File: src/rtl/core/rsu_pkg.sv
// ----------------------------------------------------------------------------
// rsu_pkg
// Shared types, character codes and helper functions for the resource string
// unescaper.
// ----------------------------------------------------------------------------
package rsu_pkg;

   localparam int UnitWidth   = 16;
   localparam int StatusWidth = 2;
   localparam int HexCntWidth = 3;
   localparam int HexDigits   = 4;
   localparam int HexAlphaBase = 10;

   // result buffer
   localparam int BufDepth    = 4;
   localparam int BufPtrWidth = $clog2(BufDepth);
   localparam int BufCntWidth = $clog2(BufDepth + 1);

   localparam logic [StatusWidth-1:0] StatusChar       = 2'd0;
   localparam logic [StatusWidth-1:0] StatusApostrophe = 2'd1;
   localparam logic [StatusWidth-1:0] StatusBadEscape  = 2'd2;

   localparam logic [UnitWidth-1:0] CharNull       = 16'h0000;
   localparam logic [UnitWidth-1:0] CharTab        = 16'h0009;
   localparam logic [UnitWidth-1:0] CharNewline    = 16'h000A;
   localparam logic [UnitWidth-1:0] CharCr         = 16'h000D;
   localparam logic [UnitWidth-1:0] CharSpace      = 16'h0020;
   localparam logic [UnitWidth-1:0] CharQuote      = 16'h0022;
   localparam logic [UnitWidth-1:0] CharHash       = 16'h0023;
   localparam logic [UnitWidth-1:0] CharApostrophe = 16'h0027;
   localparam logic [UnitWidth-1:0] CharDigit0     = 16'h0030;
   localparam logic [UnitWidth-1:0] CharDigit9     = 16'h0039;
   localparam logic [UnitWidth-1:0] CharQuestion   = 16'h003F;
   localparam logic [UnitWidth-1:0] CharAt         = 16'h0040;
   localparam logic [UnitWidth-1:0] CharUpperA     = 16'h0041;
   localparam logic [UnitWidth-1:0] CharUpperF     = 16'h0046;
   localparam logic [UnitWidth-1:0] CharBackslash  = 16'h005C;
   localparam logic [UnitWidth-1:0] CharLowerA     = 16'h0061;
   localparam logic [UnitWidth-1:0] CharLowerF     = 16'h0066;
   localparam logic [UnitWidth-1:0] CharLowerN     = 16'h006E;
   localparam logic [UnitWidth-1:0] CharLowerT     = 16'h0074;
   localparam logic [UnitWidth-1:0] CharLowerU     = 16'h0075;

   typedef struct packed {
      logic [UnitWidth-1:0]   unit;
      logic [StatusWidth-1:0] status;
      logic                   last;
   } result_type;

   function automatic logic is_ws(input logic [UnitWidth-1:0] c);
      logic ws;
      ws = (c == CharSpace) || (c inside {[CharTab:CharCr]});
      return ws;
   endfunction

   // {valid, nibble}
   function automatic logic [4:0] hex_value(input logic [UnitWidth-1:0] c);
      logic [4:0] hv;
      logic [UnitWidth-1:0] diff;
      hv = 5'd0;
      diff = '0;
      if (c inside {[CharDigit0:CharDigit9]}) begin
         diff = c - CharDigit0;
         hv = {1'b1, diff[3:0]};
      end else if (c inside {[CharLowerA:CharLowerF]}) begin
         diff = c - CharLowerA + UnitWidth'(HexAlphaBase);
         hv = {1'b1, diff[3:0]};
      end else if (c inside {[CharUpperA:CharUpperF]}) begin
         diff = c - CharUpperA + UnitWidth'(HexAlphaBase);
         hv = {1'b1, diff[3:0]};
      end
      return hv;
   endfunction

endpackage

File: src/rtl/core/resource_string_unescaper_top.sv
// ----------------------------------------------------------------------------
// resource_string_unescaper_top
// Unescapes a stream of UTF-16 code units: whitespace collapse, quoting,
// backslash and \u escapes, sticky error reporting.
// ----------------------------------------------------------------------------
//  channel  dir  tdata                          tlast
//  req      in   [15:0] code_unit               string_end
//  rsp      out  [15:0] out_unit, [17:16] status last_of_run
//
//  One code unit is taken per cycle while req_tready is high; each word's
//  results are worked out in the accepting cycle and land in a four-deep
//  result buffer. req_tready is high while the buffer has room for two
//  results, so a unit that yields one result sustains one word per cycle;
//  an inserted space adds one more output word.
//  Synchronous reset clears all scan state and empties the buffer.
//  A stall on rsp backs up into req once three results are waiting.
// ----------------------------------------------------------------------------
module resource_string_unescaper_top (
   input  logic        clock,
   input  logic        reset,
   input  logic        req_tvalid,
   output logic        req_tready,
   input  logic [15:0] req_tdata,   // [15:0] code_unit
   input  logic        req_tlast,   // string_end
   output logic        rsp_tvalid,
   input  logic        rsp_tready,
   output logic [23:0] rsp_tdata,   // [15:0] out_unit, [17:16] status, zero fill
   output logic        rsp_tlast    // last_of_run
);

   // scan state
   logic                             in_quote_ff, in_quote_in;
   logic                             pending_space_ff, pending_space_in;
   logic                             escape_pending_ff, escape_pending_in;
   logic                             hex_active_ff, hex_active_in;
   logic [rsu_pkg::HexCntWidth-1:0]  hex_count_ff, hex_count_in;
   logic [rsu_pkg::UnitWidth-1:0]    hex_accum_ff, hex_accum_in;
   logic                             error_seen_ff, error_seen_in;
   logic                             output_nonempty_ff, output_nonempty_in;

   // result buffer
   rsu_pkg::result_type              buf_ff [rsu_pkg::BufDepth];
   logic [rsu_pkg::BufPtrWidth-1:0]  head_ff, head_in;
   logic [rsu_pkg::BufPtrWidth-1:0]  tail_ff, tail_in;
   logic [rsu_pkg::BufCntWidth-1:0]  count_ff, count_in;

   logic                             accept;
   logic                             pop;
   logic [rsu_pkg::UnitWidth-1:0]    c;
   logic                             last;
   logic [4:0]                       hv;
   logic [rsu_pkg::UnitWidth-1:0]    accum_next;
   logic [rsu_pkg::HexCntWidth-1:0]  count_next;

   logic                             flush_emit;   // collapsed space goes out
   logic                             main_emit;
   logic [rsu_pkg::UnitWidth-1:0]    main_unit;
   logic [rsu_pkg::StatusWidth-1:0]  main_status;
   logic                             flush_req;

   rsu_pkg::result_type              res_first, res_second;
   logic [1:0]                       push_cnt;
   logic [rsu_pkg::BufPtrWidth-1:0]  tail_plus1;

   assign accept     = req_tvalid && req_tready;
   assign pop        = rsp_tvalid && rsp_tready;
   assign req_tready = (count_ff <= rsu_pkg::BufCntWidth'(rsu_pkg::BufDepth - 2));
   assign c          = req_tdata;
   assign last       = req_tlast;
   assign hv         = rsu_pkg::hex_value(c);
   assign accum_next = {hex_accum_ff[rsu_pkg::UnitWidth-5:0], hv[3:0]};
   assign count_next = hex_count_ff + rsu_pkg::HexCntWidth'(1);

   always_comb begin
      in_quote_in        = in_quote_ff;
      pending_space_in   = pending_space_ff;
      escape_pending_in  = escape_pending_ff;
      hex_active_in      = hex_active_ff;
      hex_count_in       = hex_count_ff;
      hex_accum_in       = hex_accum_ff;
      flush_req          = 1'b0;
      main_emit          = 1'b0;
      main_unit          = rsu_pkg::CharNull;
      main_status        = rsu_pkg::StatusChar;

      if (error_seen_ff) begin
         // sticky: nothing more until reset
      end else if (hex_active_ff) begin
         if (!hv[4]) begin
            hex_active_in = 1'b0;
            hex_count_in  = '0;
            main_emit     = 1'b1;
            main_status   = rsu_pkg::StatusBadEscape;
         end else begin
            hex_accum_in = accum_next;
            hex_count_in = count_next;
            if (count_next >= rsu_pkg::HexCntWidth'(rsu_pkg::HexDigits) || last) begin
               main_emit     = 1'b1;
               main_unit     = accum_next;
               hex_active_in = 1'b0;
               hex_count_in  = '0;
               hex_accum_in  = '0;
            end
         end
      end else if (escape_pending_ff) begin
         escape_pending_in = 1'b0;
         case (c)
            rsu_pkg::CharLowerT: begin
               main_emit = 1'b1;
               main_unit = rsu_pkg::CharTab;
            end
            rsu_pkg::CharLowerN: begin
               main_emit = 1'b1;
               main_unit = rsu_pkg::CharNewline;
            end
            rsu_pkg::CharHash, rsu_pkg::CharAt, rsu_pkg::CharQuestion,
            rsu_pkg::CharQuote, rsu_pkg::CharApostrophe, rsu_pkg::CharBackslash: begin
               main_emit = 1'b1;
               main_unit = c;
            end
            rsu_pkg::CharLowerU: begin
               if (last) begin
                  main_emit = 1'b1;
               end else begin
                  hex_active_in = 1'b1;
                  hex_count_in  = '0;
                  hex_accum_in  = '0;
               end
            end
            default: begin
               // unknown escape: dropped
            end
         endcase
      end else if (c == rsu_pkg::CharQuote) begin
         flush_req   = !in_quote_ff && pending_space_ff;
         in_quote_in = !in_quote_ff;
      end else if (c == rsu_pkg::CharApostrophe && !in_quote_ff) begin
         main_emit   = 1'b1;
         main_status = rsu_pkg::StatusApostrophe;
      end else if (c == rsu_pkg::CharBackslash) begin
         flush_req         = !in_quote_ff && pending_space_ff;
         escape_pending_in = !last;
      end else if (!in_quote_ff) begin
         if (rsu_pkg::is_ws(c)) begin
            pending_space_in = 1'b1;
         end else begin
            flush_req = pending_space_ff;
            main_emit = 1'b1;
            main_unit = c;
         end
      end else begin
         main_emit = 1'b1;
         main_unit = c;
      end

      if (flush_req) begin
         pending_space_in = 1'b0;
      end
   end

   assign flush_emit = flush_req && output_nonempty_ff;

   always_comb begin
      output_nonempty_in = output_nonempty_ff;
      error_seen_in      = error_seen_ff;
      if (accept) begin
         if (flush_emit || (main_emit && main_status == rsu_pkg::StatusChar)) begin
            output_nonempty_in = 1'b1;
         end
         if (main_emit && main_status != rsu_pkg::StatusChar) begin
            error_seen_in = 1'b1;
         end
      end
   end

   always_comb begin
      res_first  = '{unit: rsu_pkg::CharSpace, status: rsu_pkg::StatusChar, last: 1'b0};
      res_second = '{unit: main_unit, status: main_status, last: 1'b1};
      push_cnt   = 2'd0;
      if (accept) begin
         if (flush_emit && main_emit) begin
            push_cnt = 2'd2;
         end else if (flush_emit) begin
            res_first.last = 1'b1;
            push_cnt       = 2'd1;
         end else if (main_emit) begin
            res_first = res_second;
            push_cnt  = 2'd1;
         end
      end
   end

   assign tail_plus1 = tail_ff + rsu_pkg::BufPtrWidth'(1);
   assign tail_in    = tail_ff + rsu_pkg::BufPtrWidth'(push_cnt);
   assign head_in    = head_ff + rsu_pkg::BufPtrWidth'(pop);
   assign count_in   = count_ff + rsu_pkg::BufCntWidth'(push_cnt)
                       - rsu_pkg::BufCntWidth'(pop);

   always_ff @(posedge clock) begin
      if (reset) begin
         in_quote_ff        <= 1'b0;
         pending_space_ff   <= 1'b0;
         escape_pending_ff  <= 1'b0;
         hex_active_ff      <= 1'b0;
         hex_count_ff       <= '0;
         hex_accum_ff       <= '0;
         error_seen_ff      <= 1'b0;
         output_nonempty_ff <= 1'b0;
         head_ff            <= '0;
         tail_ff            <= '0;
         count_ff           <= '0;
      end else begin
         if (accept) begin
            in_quote_ff       <= in_quote_in;
            pending_space_ff  <= pending_space_in;
            escape_pending_ff <= escape_pending_in;
            hex_active_ff     <= hex_active_in;
            hex_count_ff      <= hex_count_in;
            hex_accum_ff      <= hex_accum_in;
         end
         error_seen_ff      <= error_seen_in;
         output_nonempty_ff <= output_nonempty_in;
         head_ff            <= head_in;
         tail_ff            <= tail_in;
         count_ff           <= count_in;
      end
   end

   always_ff @(posedge clock) begin
      if (push_cnt != 2'd0) begin
         buf_ff[tail_ff] <= res_first;
      end
      if (push_cnt == 2'd2) begin
         buf_ff[tail_plus1] <= res_second;
      end
   end

   assign rsp_tvalid = (count_ff != '0);
   assign rsp_tdata  = {6'd0, buf_ff[head_ff].status, buf_ff[head_ff].unit};
   assign rsp_tlast  = buf_ff[head_ff].last;

   // buffer never overfills
   a_count_bound: assert property (@(posedge clock) disable iff (reset)
      count_ff <= rsu_pkg::BufCntWidth'(rsu_pkg::BufDepth))
      else $error("result buffer overflow");

   // once an error is out, no further result is produced
   a_error_sticky: assert property (@(posedge clock) disable iff (reset)
      error_seen_ff |-> push_cnt == 2'd0)
      else $error("result pushed after error");

   // an error result is always alone and last
   a_error_alone: assert property (@(posedge clock) disable iff (reset)
      (main_emit && accept && main_status != rsu_pkg::StatusChar) |-> push_cnt == 2'd1)
      else $error("error result paired with another result");

   // a two-result push is inserted space followed by a character
   a_pair_shape: assert property (@(posedge clock) disable iff (reset)
      push_cnt == 2'd2 |-> (res_first.unit == rsu_pkg::CharSpace && !res_first.last
                            && res_second.status == rsu_pkg::StatusChar))
      else $error("malformed result pair");

   // escape and hex collection never run together
   a_escape_excl: assert property (@(posedge clock) disable iff (reset)
      !(escape_pending_ff && hex_active_ff))
      else $error("escape and hex active together");

endmodule

File: config.mk
export PLATFORM = sky130hd
export DESIGN_NAME = resource_string_unescaper_top
export DESIGN_NICKNAME = d
export VERILOG_FILES = /design/src/rtl/core/rsu_pkg.sv /design/src/rtl/core/resource_string_unescaper_top.sv
export SDC_FILE = /design/constraint.sdc
export NUM_CORES = 1
export LEC_CHECK = 0
export ABC_AREA = 1
export BUFFER_PORTS_ARGS = -buffer_cell sky130_fd_sc_hd__buf_4
export CORE_MARGIN = 2
export CORE_UTILIZATION = 55
export DETAILED_ROUTE_END_ITERATION = 12
export MAX_ROUTING_LAYER = met4
export PLACE_DENSITY_LB_ADDON = 0.25
export SLEW_MARGIN = 10
export SYNTH_ARGS = -nofsm -noshare
export SYNTH_HDL_FRONTEND = slang
export SYNTH_SLANG_ARGS = --single-unit
File: constraint.sdc
create_clock -name clock -period 3.7 [get_ports clock]
set_clock_uncertainty 0.15 [all_clocks]
set_input_delay 0.185 -clock clock [delete_from_list [all_inputs] [get_ports clock]]
set_output_delay 0.185 -clock clock [all_outputs]
set_load 0.05 [all_outputs]
==> impl_results.md, run 1 <==
- Initial Util: 56.02%
- Setup crit end kind: flip-flop
- Area Overhead vs Synth: 11.93%
- Fin. max-slew vios: 0
- Power Density: 587.6 nW/µm²
- FF+latch area: roughly 2800 µm²
- Worst EP arrival: 3.42 ns
- Grt total ovfl: 0
- Startpoint types: flip-flop
- Post-cts sizing count: 0
- WL/cell: 16.63 µm
- Final instance area: about 6700 µm²
- Sum Neg Setup Slack: 0 ns
- Critical path class: flip-flop to flip-flop
- Least-Margin Pin Slew: 1.107 ns
- Layout cells sized above 1: between 10% and 20%
- Final setup violation count: 0
- Post-synthesis sequential area ratio: 46.56%
- Num ports: between 40 and 50
- Delay-heaviest family, CP: adder cells
- PortBufs: 41
- Final Wtd Congestion: between 0.9 and 1
- Die area: 11800 µm²
- Antenna violations before repair: 0
- Vias per cell: 5.704
- First-pass DRT Iterations: 5
- CP max FO: 4
- Post-DP Area: around 6500 µm²
- Total leakage power: 2.769 nW
- Die Ht: 108.6 µm
- Die Span X: between 100 and 150 µm
- CP most frequent cell: ha_1
- Post-synth cell types: 40
- DRC: 0
- Pin count of the biggest net entering global routing: roughly 40
- Core ar.: 10750 µm²
- Fillcell total: 942
- Unrepaired setup endpoints after global routing: false
- Number of max-cap violations: 0
- Outcome: completed
- Nets: 812
- Antenna Nets Post-Route: 0
- Clk root buf: clkbuf_8
- Tmin final: 3.292 ns
- Crit-path cells: ha_1 > xnor2_1 > nand2_1 > nor2_2 > nand2_4 > nand3_4 > nor2_8 > ha_1 > inv_1 > nor2_1 > inv_1 > ha_1 > inv_1 > ha_1 > fa_1 > xor2_1 > o21ai_0 > a21oi_1
- Max Freq: 303.7 MHz
- Rel. slew slack: 26.14%
- WP buf/inv: 3
- Max IR drop VDD: 0.4316 mV
- Final Non-Filler Cells: between 900 and 1000
- Vias: 5265
- Post-CTS Hold Buffers: 0
- Cell Area, Synth: 6020 µm²
- # Post-CTS Setup Buffers: 0
- Syn Inst Count: 738
- WL final: 15350 µm
- Clock transition at the registers of the reported paths: 0.10 ns
- Ant. Diodes: 0
- First-pass GRT wire length: roughly 25000 µm
- Worst-Skew Late Latency: 0.38 ns
- H-Tree Depth: 3
- Final worst-path cycle share: between 80% and 90%
- CTS Buffer Depth: 2
- Num CTS Buffers: 9
- CP required: 3.82 ns
- Post-Place Cells: 907
- Clock Sinks: 104
- Total GRT Usage: ~28%
- Multi-input gate area: between 2000 and 3000 µm²
- CTS tree: built
- Critical path's slowest cell: fa_1
- Vias in the first global route: 5106
- Core Rows: 38
- HPWL after detailed placement: 11050 µm
- HP Class: primary input to flip-flop
- Final hold vios: 0
- Max incr delay on CP: 0.37 ns
- Mean post-synth cell area: 8.157 µm²
- Synth Register Bits: 104
- 1st-iter DRT viols: about 500
- Warnings, synthesis: 0
## per-stage QoR
stage	total power, mW	worst slack [ns]	hold slack [ns]	util, %
floorplan	2.715	0.3917	0.2806	-
global placement	3.191	0.1826	0.2912	60.71
detailed placement	3.233	0.09595	0.2960	60.71
CTS	3.964	0.3891	0.006823	62.70
global route	4.144	0.2420	0.01578	62.70
finish	3.959	0.4078	0.01877	62.70
## synth_stat cells, drive strengths merged
| master | count | share of area, % |
|---|---|---|
| nand2 | 120 | 7.8 |
| nor2 | 120 | 8.3 |
| a21oi | 102 | 8.7 |
| edfxtp | 72 | 36 |
| inv | 65 | 4.1 |
| o21ai | 59 | 4.9 |
| nand3 | 50 | 5.7 |
| dfxtp | 32 | 11 |
| clkbuf | 24 | 1.5 |
| o22ai | 19 | 2.0 |
| buf | 16 | 2.2 |
| nor3 | 15 | 1.7 |
| ha | 12 | 2.5 |
| nand4 | 7 | 0.73 |
| xor2 | 5 | 0.73 |
| clkinv | 4 | 0.25 |
| o211ai | 4 | 0.50 |
| xnor2 | 3 | 0.44 |
| nand3b | 2 | 0.46 |
| a21boi | 1 | 0.12 |
| a311oi | 1 | 0.15 |
| a31oi | 1 | 0.10 |
| conb | 1 | 0.062 |
| fa | 1 | 0.33 |
| o21a | 1 | 0.12 |
| o31ai | 1 | 0.12 |
## final cells by class
type                    instances  area share, %
clock buffers                   9          1.838
clock inverters                 7          1.337
well taps                     140          2.600
repair buffers                 64          7.874
inverters                      69          3.844
multi-input cells             530          40.91
flip-flops and latches        104          41.60
## cells in the final DEF, fill, tap and decap left out, types with 12 or more instances in the layout
cell,n
a21oi_1,98
buf_4,60
dfxtp_1,32
edfxtp_1,72
ha_1,12
inv_1,57
nand2_1,116
nand3_1,41
nor2_1,110
o21ai_0,58
o22ai_1,19
## report_power, final
| group | internal, mW | total [mW] | switching [mW] |
|---|---|---|---|
| registers | 1.41 | 1.46 | 0.0552 |
| clock network | 0.326 | 0.754 | 0.428 |
| logic | 0.491 | 1.74 | 1.25 |
| total | 2.23 | 3.96 | 1.73 |
## metal layers
layer	share of wire [%]	vias up	track usage (%)
li1	-	2584	-
met2	52	186	49.29
met1	40	2464	32.47
met5	0	-	-
met4	2.5	0	10.81
met3	5.1	31	3.407
## state kept, by name, summed over array words and instances, names as in the netlist, 2 cells and up
| signal | cells |
|---|---|
| hex_count_ff | 3 |
| count_ff | 3 |
| hex_accum_ff | 12 |
| head_ff | 2 |
| buf_ff | 76 |
| tail_ff | 2 |
## final timing paths
kind / from / slack, ns / endpoint / cells after the start
setup / recovery: hex_count_ff[0] / 0.41 / count_ff[2] / 18
hold / removal: reset / 0.02 / head_ff[0] / 2
setup reg to reg: hex_count_ff[0] / 0.41 / count_ff[2] / 18
hold reg to reg: output_nonempty_ff / 0.30 / output_nonempty_ff / 2
## cell families (layout without fill, tap and decap cells)
family | Yosys count | count (layout) | share of synthesized area (%)
AOI/OAI and AO/OA | 189 | 189 | 16.73
xor gates and xnor gates | 8 | 8 | 1.164
adders and majority gates | 13 | 13 | 2.827
buffers and inverters | 109 | 149 | 7.961
DFF | 104 | 104 | 46.56
other | 1 | 6 | 0.06230
and+or+nand+nor | 314 | 314 | 24.69
No activity file was read; power rests on OpenSTA's default activity.
==> inputs of run 2 (changes only) <==
--- a/config.mk
+++ b/config.mk
@@ -10,6 +10,7 @@
 export CORE_MARGIN = 2
 export CORE_UTILIZATION = 55
 export DETAILED_ROUTE_END_ITERATION = 12
+export HOLD_SLACK_MARGIN = 0.05
 export MAX_ROUTING_LAYER = met4
 export PLACE_DENSITY_LB_ADDON = 0.25
 export SLEW_MARGIN = 10
==> impl_results.md, run 2 (synthesis gave the netlist of run 1 again) <==
- Clock power share: 19.0% (about the same)
- First-pass DRT Iterations: 5 (unchanged)
- Final hold slack: 0.1336 ns (+0.1148 ns)
- Clock Sinks: 104 (unchanged)
- Fin. max-slew vios: 0 (unchanged)
- Part of the power in registers: 37.0% (about the same)
- Post-DP Area: 6524 µm² (unchanged)
- 1st-iter DRT viols: 430 (-12%)
- Core ar.: 10750 µm² (unchanged)
- Int Pwr: 2.229 mW (about the same)
- Final worst-path cycle share: 89.12% (+0.14 points)
- Unrepaired setup endpoints after global routing: false
- Number of max-cap violations: 0 (unchanged)
- Vias per cell: 5.705 (about the same)
- Rel. slew slack: 26.01% (-0.13 points)
- Startpoint types: flip-flop
- CP max FO: 4 (unchanged)
- Sw frac: 43.74% (about the same)
- WL/cell: 16.65 µm (+0.12%)
- Ant. Diodes: 0 (unchanged)
- Initial Util: 56.02% (unchanged)
- Largest Register: buf_ff
- WL final: 15420 µm (+0.45%)
- GRT Max-Usage Layer: met2
- Antenna violations before repair: 0 (unchanged)
- Post-cts sizing count: 0 (unchanged)
- Most frequent cells in the layout: nand2_1 (116), nor2_1 (110), a21oi_1 (98), edfxtp_1 (72), buf_4 (60)
- Die Span X: 108.6 µm (unchanged)
- Core Rows: 38 (unchanged)
- Reg-to-reg critical path endpoint: count_ff[2]
- Die Ht: 108.6 µm (unchanged)
- CP required: 3.82 ns (about the same)
- Final Non-Filler Cells: 926 (+0.33%)
- Outcome: completed
- Final Wtd Congestion: 0.9814 (unchanged)
- H-Tree Depth: 3 (unchanged)
- Final instance area: 6768 µm² (+0.45%)
- HPWL after detailed placement: 11050 µm (unchanged)
- Largest regs: buf_ff: 76 flops, hex_accum_ff: 12 flops
- Vias: 5283 (+0.34%)
- Setup crit end kind: flip-flop
- Max IR drop VDD: 0.4316 mV (about the same)
- # Post-CTS Setup Buffers: 0 (unchanged)
- Post-CTS Hold Buffers: 3 (+3)
- Vias in the first global route: 5116 (+0.20%)
- Num ports: 48 (unchanged)
- Least-Margin Pin Slew: 1.109 ns (+0.001967 ns)
- Sum Neg Setup Slack: 0 ns (unchanged)
- PortBufs: 41 (unchanged)
- DRC: 0 (unchanged)
- Area Overhead vs Synth: 12.43%
- Layout cells sized above 1: 15.52% (-0.059 points)
- M1 GR Usage: 32.62% (+0.15 points)
- Final hold vios: 0 (unchanged)
- Critical path class: flip-flop to flip-flop
- M2 GR Usage: 49.60% (+0.31 points)
- FF-to-FF Start: hex_count_ff[0]
- Num CTS Buffers: 9 (unchanged)
- Psw: 1.732 mW (about the same)
- Clock transition at the registers of the reported paths: 0.10 ns (about the same)
- Total GRT Usage: 28.05% (+0.15 points)
- CTS Buffer Depth: 2 (unchanged)
- Pin count of the biggest net entering global routing: 41 (unchanged)
- Leading cell type in the layout, fill and taps excluded: nand2_1
- Nets: 815 (+0.37%)
- Min-Delay Path Depth: 4 (+2)
- Power Density: 585.3 nW/µm² (-0.40%)
- Max Freq: 303.3 MHz (-0.16%)
- Antenna Nets Post-Route: 0 (unchanged)
- HP Start: req_tdata[0]
- Total leakage power: 2.784 nW (+0.55%)
- Grt total ovfl: 0 (unchanged)
- Final setup violation count: 0 (unchanged)
- Post-Place Cells: 907 (unchanged)
- Tmin final: 3.298 ns (+0.005330 ns)
- Worst EP arrival: 3.42 ns (about the same)
- First-pass GRT wire length: 24740 µm (+0.45%)
- Setup slack, reg-to-reg: 0.40 ns (about the same)
- Max reg flops: 76 (unchanged)
- Worst-Skew Late Latency: 0.37 ns (about the same)
- Reg2reg path depth: 18 (unchanged)
- CTS tree: built
- Comb pwr share: 44.0% (about the same)
- Utilization after layout: 62.98% (+0.28 points)
- Routing usage on met3: 3.407% (unchanged)
- Clk root buf: clkbuf_8
- Die area: 11800 µm² (unchanged)
- HP Class: primary input to flip-flop
- WHS Endpoint: hex_accum_ff[0]
[run 2: worst max-delay path by stage]
stage / startpoint / endpoint / cells after the start
floorplan: req_tdata[1] / count_ff[2] / 22
global placement: req_tdata[1] / count_ff[2] / 23
detailed placement: req_tdata[1] / count_ff[2] / 23
CTS: hex_count_ff[0] / count_ff[2] / 18
global route: hex_count_ff[0] / count_ff[2] / 18
finish: hex_count_ff[0] / count_ff[2] / 18
[run 2: metrics by stage]
step                setup WS [ns]  total power, mW
floorplan                  0.3917            2.715
finish                     0.4025            3.961
global placement           0.1826            3.191
CTS                        0.3891            3.966
detailed placement        0.09595            3.233
global route               0.2407            4.145
[run 2: worst max-delay path, cell delays in order, from the launching register on]
cell and delay (ns):
dfxtp_1 0.34, ha_1 0.21, xnor2_1 0.16, nand2_1 0.15
nor2_2 0.18, nand2_4 0.09, nand3_4 0.08, nor2_8 0.03
ha_1 0.30, inv_1 0.04, nor2_1 0.14, inv_1 0.08
ha_1 0.27, inv_1 0.04, ha_1 0.18, fa_1 0.37
xor2_1 0.16, o21ai_0 0.15, a21oi_1 0.06
[run 2: power groups by stage]
| stage | Sequential (mW) | Clock, mW | Combinational, mW |
|---|---|---|---|
| 6_report | 1.46 | 0.754 | 1.74 |
| 2_1_floorplan | 1.48 | 0 | 1.24 |
| 3_5_place_dp | 1.49 | 0 | 1.74 |
| 3_3_place_gp | 1.48 | 0 | 1.71 |
| 5_1_grt | 1.48 | 0.798 | 1.87 |
| 4_1_cts | 1.46 | 0.752 | 1.75 |
[run 2: area by class of cell]
class	instances	area (µm²)
clock buffers	9	123.9
clock inverters	7	90.09
inverters	69	259.0
multi-input cells	530	2756
flip-flops and latches	104	2803
well taps	140	175.2
fillers	939	3978
repair buffers	67	560.5
[run 2: layer usage]
layer  part of all wire (%)  wire [µm]  vias to the layer above
li1                       -          -                     2590
met1                     40       6236                     2476
met2                     52       8014                      190
met3                    5.3        821                       27
met4                    2.3        348                        0
met5                      0          0                        -
